**src/design/ordered_set_successor_engine_unit_macros.svh**
```systemverilog
// Assertion macros shared by the ordered set engine RTL.
`ifndef ORDERED_SET_SUCCESSOR_ENGINE_UNIT_MACROS_SVH
`define ORDERED_SET_SUCCESSOR_ENGINE_UNIT_MACROS_SVH

// The consequent must hold in the same cycle as the antecedent.
`define OSSE_ASSERT_NOW(label, clk, rst_n, ante, cons) \
    label: assert property (@(posedge clk) disable iff (!rst_n) (ante) |-> (cons)) \
        else $error("ordered set engine: same-cycle check failed");

// The consequent must hold in the cycle after the antecedent.
`define OSSE_ASSERT_NEXT(label, clk, rst_n, ante, cons) \
    label: assert property (@(posedge clk) disable iff (!rst_n) (ante) |=> (cons)) \
        else $error("ordered set engine: next-cycle check failed");

`endif

```
**src/design/osse_pkg.sv**
```systemverilog
// Package with the types and constants of the ordered set engine.
package osse_pkg;

    localparam int KEY_BITS = 32;
    localparam int CAPACITY = 64;

    typedef logic signed [KEY_BITS-1:0] key_t;

    localparam logic [2:0] OP_INSERT = 3'd0;
    localparam logic [2:0] OP_DELETE = 3'd1;
    localparam logic [2:0] OP_EXISTS = 3'd2;
    localparam logic [2:0] OP_NEXT   = 3'd3;
    localparam logic [2:0] OP_PREV   = 3'd4;

    typedef struct packed {
        logic [2:0] operation;
        key_t       key;
    } req_t;

    typedef struct packed {
        logic found;
        key_t neighbor_key;
        logic status;
    } rsp_t;

    typedef enum logic {
        ST_IDLE,
        ST_UPDATE
    } state_e;

    typedef struct packed {
        logic lt;
        logic eq;
        logic gt;
    } flags_t;

    typedef struct packed {
        logic hit;
        logic nxt;
        logic prv;
    } sel_t;

    typedef struct packed {
        logic cmp_en;
        logic ins_en;
        logic del_en;
    } cell_ctl_t;

endpackage

```
**src/design/osse_cell.sv**
```systemverilog
// One slot of the sorted key row: compare against the request key and shift.
module osse_cell #(
    parameter int INDEX = 0,
    parameter int CW    = 7
) (
    input  logic               clk,
    input  osse_pkg::cell_ctl_t ctl,
    input  osse_pkg::key_t     key,
    input  logic [CW-1:0]      count,
    input  osse_pkg::flags_t   left_flags,
    input  osse_pkg::flags_t   right_flags,
    input  osse_pkg::key_t     left_key,
    input  osse_pkg::key_t     right_key,
    output osse_pkg::flags_t   flags,
    output osse_pkg::key_t     key_q,
    output osse_pkg::sel_t     sel
);

    osse_pkg::flags_t flags_reg;
    osse_pkg::flags_t flags_next;
    osse_pkg::key_t   key_reg;
    osse_pkg::key_t   key_next;
    logic             valid;

    always_comb
    begin
        valid         = CW'(INDEX) < count;
        flags_next.lt = valid && (key_reg < key);
        flags_next.eq = valid && (key_reg == key);
        flags_next.gt = valid && (key_reg > key);

        key_next = key_reg;
        if (ctl.ins_en && !flags_reg.lt)
        begin
            key_next = left_flags.lt ? key : left_key;
        end
        else if (ctl.del_en && !flags_reg.lt)
        begin
            key_next = right_key;
        end

        sel.hit = flags_reg.eq;
        sel.nxt = flags_reg.gt && !left_flags.gt;
        sel.prv = flags_reg.lt && !right_flags.lt;
    end

    always_ff @(posedge clk)
    begin
        if (ctl.cmp_en)
        begin
            flags_reg <= flags_next;
        end
        if (ctl.ins_en || ctl.del_en)
        begin
            key_reg <= key_next;
        end
    end

    assign flags = flags_reg;
    assign key_q = key_reg;

endmodule

```
**config.mk**
```make
export PLATFORM = sky130hd
export DESIGN_NAME = osse_cell
export DESIGN_NICKNAME = d
export VERILOG_FILES = /design/src/design/ordered_set_successor_engine_unit_macros.svh /design/src/design/osse_pkg.sv /design/src/design/osse_cell.sv
export SDC_FILE = /design/constraint.sdc
export NUM_CORES = 1
export LEC_CHECK = 0
export ABC_AREA = 1
export BUFFER_PORTS_ARGS = -buffer_cell sky130_fd_sc_hd__buf_4
export CORE_MARGIN = 8
export CORE_UTILIZATION = 45
export CTS_CLUSTER_SIZE = 30
export DETAILED_ROUTE_END_ITERATION = 12
export HOLD_SLACK_MARGIN = 0.02
export PLACE_DENSITY_LB_ADDON = 0.25
export SLEW_MARGIN = 40
export SYNTH_ARGS = -nofsm -noshare
export SYNTH_HDL_FRONTEND = slang
export SYNTH_SLANG_ARGS = --single-unit
```
**constraint.sdc**
```tcl
create_clock -name clk -period 2.4 [get_ports clk]
set_input_delay 0.24 -clock clk [delete_from_list [all_inputs] [get_ports clk]]
set_output_delay 0.24 -clock clk [all_outputs]
set_load 0.05 [all_outputs]
```
## After elaboration in Yosys (flattened, before gate mapping)

Cells that the tools add are included.

| word-level totals | value |
|---|---|
| register bits | 35 |
| bits of input ports | 113 |
| output and inout bits | 38 |
| word-level logic and storage cells | 24 |

| cells by class | value |
|---|---|
| order comparisons | 3 |
| eq/ne operators | 1 |
| muxes and demuxes | 3 |
| reductions and logical operators | 13 |

Operators by type and width:

| kind | number |
|---|---|
| 32-bit two-way mux | 3 |
| 32-bit equality test | 1 |
| 32-bit greater-than comparator | 1 |
| 32-bit < comparator | 1 |
| 1-bit logical AND | 7 |
| 1-bit by 7-bit < comparator with 1-bit output (first input constant) | 1 |
| 1-bit zero test | 3 |
| 2-bit AND reduction | 1 |
| 2-bit nonzero test | 1 |
| 1-bit logical OR | 1 |

## Longest topological paths before layout

| depth | value |
|---|---|
| depth in word-level cells | 4 |
| gate-level depth with buffers | 16 |

## Least setup slack after synthesis

Ideal clock, no wire load.

| timing | value |
|---|---|
| path kind | reg-to-reg |
| start | register flags_reg (netlist bit flags[2]) |
| end | register key_reg[0], in the netlist key_q[0], enable pin |
| setup time | 0.391 ns |
| data arrival time | 1.571 ns |
| data required time | 2.009 ns |
| slack | 0.438 ns |
| stages on the path, launching flop included | 3 |
| path buffers | 0 |
| period minus slack after synthesis | 1.962 ns |
| cells stage by stage | edfxtp_1 inv_1 o21a_1 |

| between the ends | value |
|---|---|
| longest elaborated chain between the ends | 4 |

Ends and longest elaborated chain:

| element | line | text |
|---|---|---|
| from (decl) | osse_cell.sv:19 | `osse_pkg::flags_t flags_reg;` |
| from (signal assigned) | osse_cell.sv:51 | `flags_reg <= flags_next;` |
| 1-bit zero test (*) | osse_cell.sv:33, osse_cell.sv:37 |  |
| 1-bit logical AND, on equally long branches | osse_cell.sv:33, osse_cell.sv:37 |  |
| 2-bit nonzero test (no line) (*) | -- |  |
| 2-bit AND reduction (no line) (*) | -- |  |
| to (signal assigned) | osse_cell.sv:55 | `key_reg <= key_next;` |
| to (decl) | osse_cell.sv:21 | `osse_pkg::key_t key_reg;` |

Every way passes the cells marked *; elsewhere a longest branch is shown, timed or not.
A chain may end at the register's enable or synchronous reset.

==> summary.json <==
{
  "dr.first_iter.drc_count": 105,
  "worst_r2r_startpoint": "key_q[31]$_DFFE_PP_",
  "synth-warning-count": 0,
  "synth_sequential_area_ratio_pct": 39.34,
  "hold_buffers": 0,
  "path_common_cell": "sky130_fd_sc_hd__nand2_2",
  "post-cts-setup-buffer-count": 0,
  "fp.dieW_um": 93.05,
  "tritoncts_num_sinks": 35,
  "timing.critical_path.cells": "ha_1 -> nand2_2 -> nor2_4 -> nand2_2 -> a21oi_2 -> nor2_2 -> nand2_2 -> nand2_1 -> nand2_1 -> nor2_2",
  "postSynthNetCount": 486,
  "tightestPinTransition_ns": 0.5765,
  "crit_path_max_fanout": 5,
  "insertedDiodeCount": 0,
  "antenna_found_initial": 0,
  "io_pins": 151,
  "worst_hold_path_type": "in2reg",
  "cellLeakagePower_nw": 1.989,
  "post_cts_clock_slew_at_the_launch_and_capture_registers_of_the_worst_setup_and_hold_paths_ns": 0.08,
  "dr_total_vias": 2746,
  "first_pass_iters": 4,
  "timing.final.hold_violations": 0,
  "grt_pass1_vias": 2752,
  "cts.htree.levels": 2,
  "final_antenna_net_count": 0,
  "setup-violations-final": 0,
  "gr-usage-all-layers_pct": 18.18,
  "detail_route.vias_per_cell": 4.904,
  "timing.critical_path.required_ns": 2.46,
  "totalWireLength_um": 8077,
  "report.power.total_mw": 2.211,
  "power.ir.vdd_worst_uv": 357.0,
  "totalNegativeSetupSlack_ns": 0,
  "clock_tree_from_tritoncts": "yes",
  "max-cap-violations": 0,
  "max_freq_ghz": 0.5657,
  "cts_root_buffer": "sky130_fd_sc_hd__clkbuf_8",
  "worst-endpoint-arrival_ns": 1.82,
  "synth_edf_count": 35,
  "crit_path_start": "key_q[31]$_DFFE_PP_",
  "ys.flop_type": "sky130_fd_sc_hd__edfxtp_1",
  "grt_pass1_wl_um": 12700,
  "mappedNetlistArea_sq_um": 2671,
  "fin_crit_sh_pct": 73.65,
  "timing.clock.skew_ns": 0.007271,
  "largest_register_ffs": 32,
  "numPortBuffers": 147,
  "launching_element_type_of_the_critical_path": "flop",
  "setup.worst_path.class": "reg2reg",
  "floorplan.core_area_sq_um": 5816,
  "yosys_register_bits": 35,
  "area_added_between_synthesis_and_finish_pct": 46.14,
  "number_of_cells_in_the_design_after_placement": 552,
  "numCtsBuffers": 5,
  "detail_route.drc_violations": 0,
  "report.final.slew_viol_count": 0,
  "route.detailed.wl_per_inst_um": 14.42,
  "standard_cell_row_count": 28,
  "die_area_sq_um": 8657,
  "grt_start_max_net_pins": 35,
  "critical_path.slowest_cell": "sky130_fd_sc_hd__edfxtp_1",
  "cts_buffer_depth": 2,
  "initial_utilization_pct": 45.93,
  "place_hpwl_um": 6455,
  "grt_setup_unrepaired": "false",
  "finalWeightedCongestion": 0.7836,
  "syn-instance-count": 341,
  "worst_slew_margin_rel_pct": 61.51,
  "layout-drive-gt1-share_pct": 34.85,
  "final_nets": 629,
  "synth_area_per_cell_sq_um": 7.834,
  "postCtsResizedCells": 0,
  "overflow": 0,
  "layout_setup_ws_ns": 0.6324,
  "final.min_clock_period_ns": 1.768,
  "power_density_nw_per_um2": 566.3,
  "outcome": "completed",
  "cp-end-kind": "flop",
  "cpPeakStageDelay_ns": 0.40,
  "clock_insertion_delay_worst_skew_ns": 0.29,
  "asyncSetResetFlopFracSynth_pct": 0,
  "final-instance-count-excl-fill": 560,
  "synth.distinct_cells": 24,
  "worst_hold_startpoint": "ctl[2]",
  "die_h_um": 93.05,
  "place_ws_ns": 0.6198
}
-- synth_stat cells, types with 4 or more instances --
cell	number	area, sq um
sky130_fd_sc_hd__inv_1	43	161.4
sky130_fd_sc_hd__nor2_1	42	157.7
sky130_fd_sc_hd__nand2_2	4	25.02
sky130_fd_sc_hd__edfxtp_1	35	1051
sky130_fd_sc_hd__clkbuf_1	4	15.01
sky130_fd_sc_hd__nand2_1	102	382.9
sky130_fd_sc_hd__a31oi_1	32	200.2
sky130_fd_sc_hd__nor2_2	4	25.02
sky130_fd_sc_hd__ha_1	32	400.4
sky130_fd_sc_hd__buf_2	9	45.04
sky130_fd_sc_hd__a21oi_1	13	65.06
-- routing by layer --
metal	vias up	GRT usage (%)	part of all wire (%)	wire, um
met5	-	0	0	0
met4	0	4.027	0.85	69
met3	6	6.090	8.5	686
met2	98	32.49	51	4124
met1	1225	20.39	40	3197
li1	1417	-	-	-
-- path summary, 6_finish.rpt --
| kind | end | slack (ns) | depth (start not counted) |
|---|---|---|---|
| hold reg to reg | flags[2]$_DFFE_PP_ | 0.92 | 4 |
| hold / removal | flags[1]$_DFFE_PP_ | 0.16 | 1 |
| setup / recovery | flags[2]$_DFFE_PP_ | 0.63 | 10 |
| setup reg to reg | flags[2]$_DFFE_PP_ | 0.63 | 10 |
-- report_power, final --
group | leakage (nW) | internal (mW) | switching [mW]
logic | 1.62 | 0.362 | 0.601
clock network | 0.0403 | 0.198 | 0.222
registers | 0.333 | 0.784 | 0.0427
total | 1.99 | 1.34 | 0.866
-- cell type report --
cell class                 instances  area [sq um]
inverter                          45         168.9
timing repair buffer             150          1126
clock inverter                     2         7.507
sequential                        35          1051
tap                               75         93.84
fill                             511          1912
multi-input combinational        247          1384
clock buffer                       6         72.57
-- logic make-up after synthesis --
family	share of synthesized area [%]
AOI/OAI and AO/OA	11.76
buffers and inverters	8.852
DFF	39.34
adders and majority gates	14.99
and+or+nand+nor	25.06
-- per-stage QoR --
stage / area (sq um) / util, % / hold WS [ns]
4_1_cts: 3904 / 67.13 / 0.1570
3_5_place_dp: 3824 / 65.75 / 0.4621
3_3_place_gp: 3824 / 65.75 / 0.4611
5_1_grt: 3904 / 67.13 / 0.1618
2_1_floorplan: 2671 / - / 0.3525
6_report: 3904 / 67.13 / 0.1590
-- critical path, delay by kind of cell, from the launching register on --
kind / cells / cell delay, ns
simple gates: 8 / 0.60
flops: 1 / 0.40
fa+ha+maj: 1 / 0.39
compound gates: 1 / 0.15
-- cells in the final DEF, fill, tap and decap left out, drive strengths merged, types with 2 or more instances in the layout --
cell and instances:
nand2 106, a21oi 14, edfxtp 35, nand3 3, nor2 49, o21a 3
a31oi 32, clkbuf 6, inv 44, buf 150, clkinv 3, o21ai 2
ha 32, nand4 2
(Power assumes the default switching activity.)
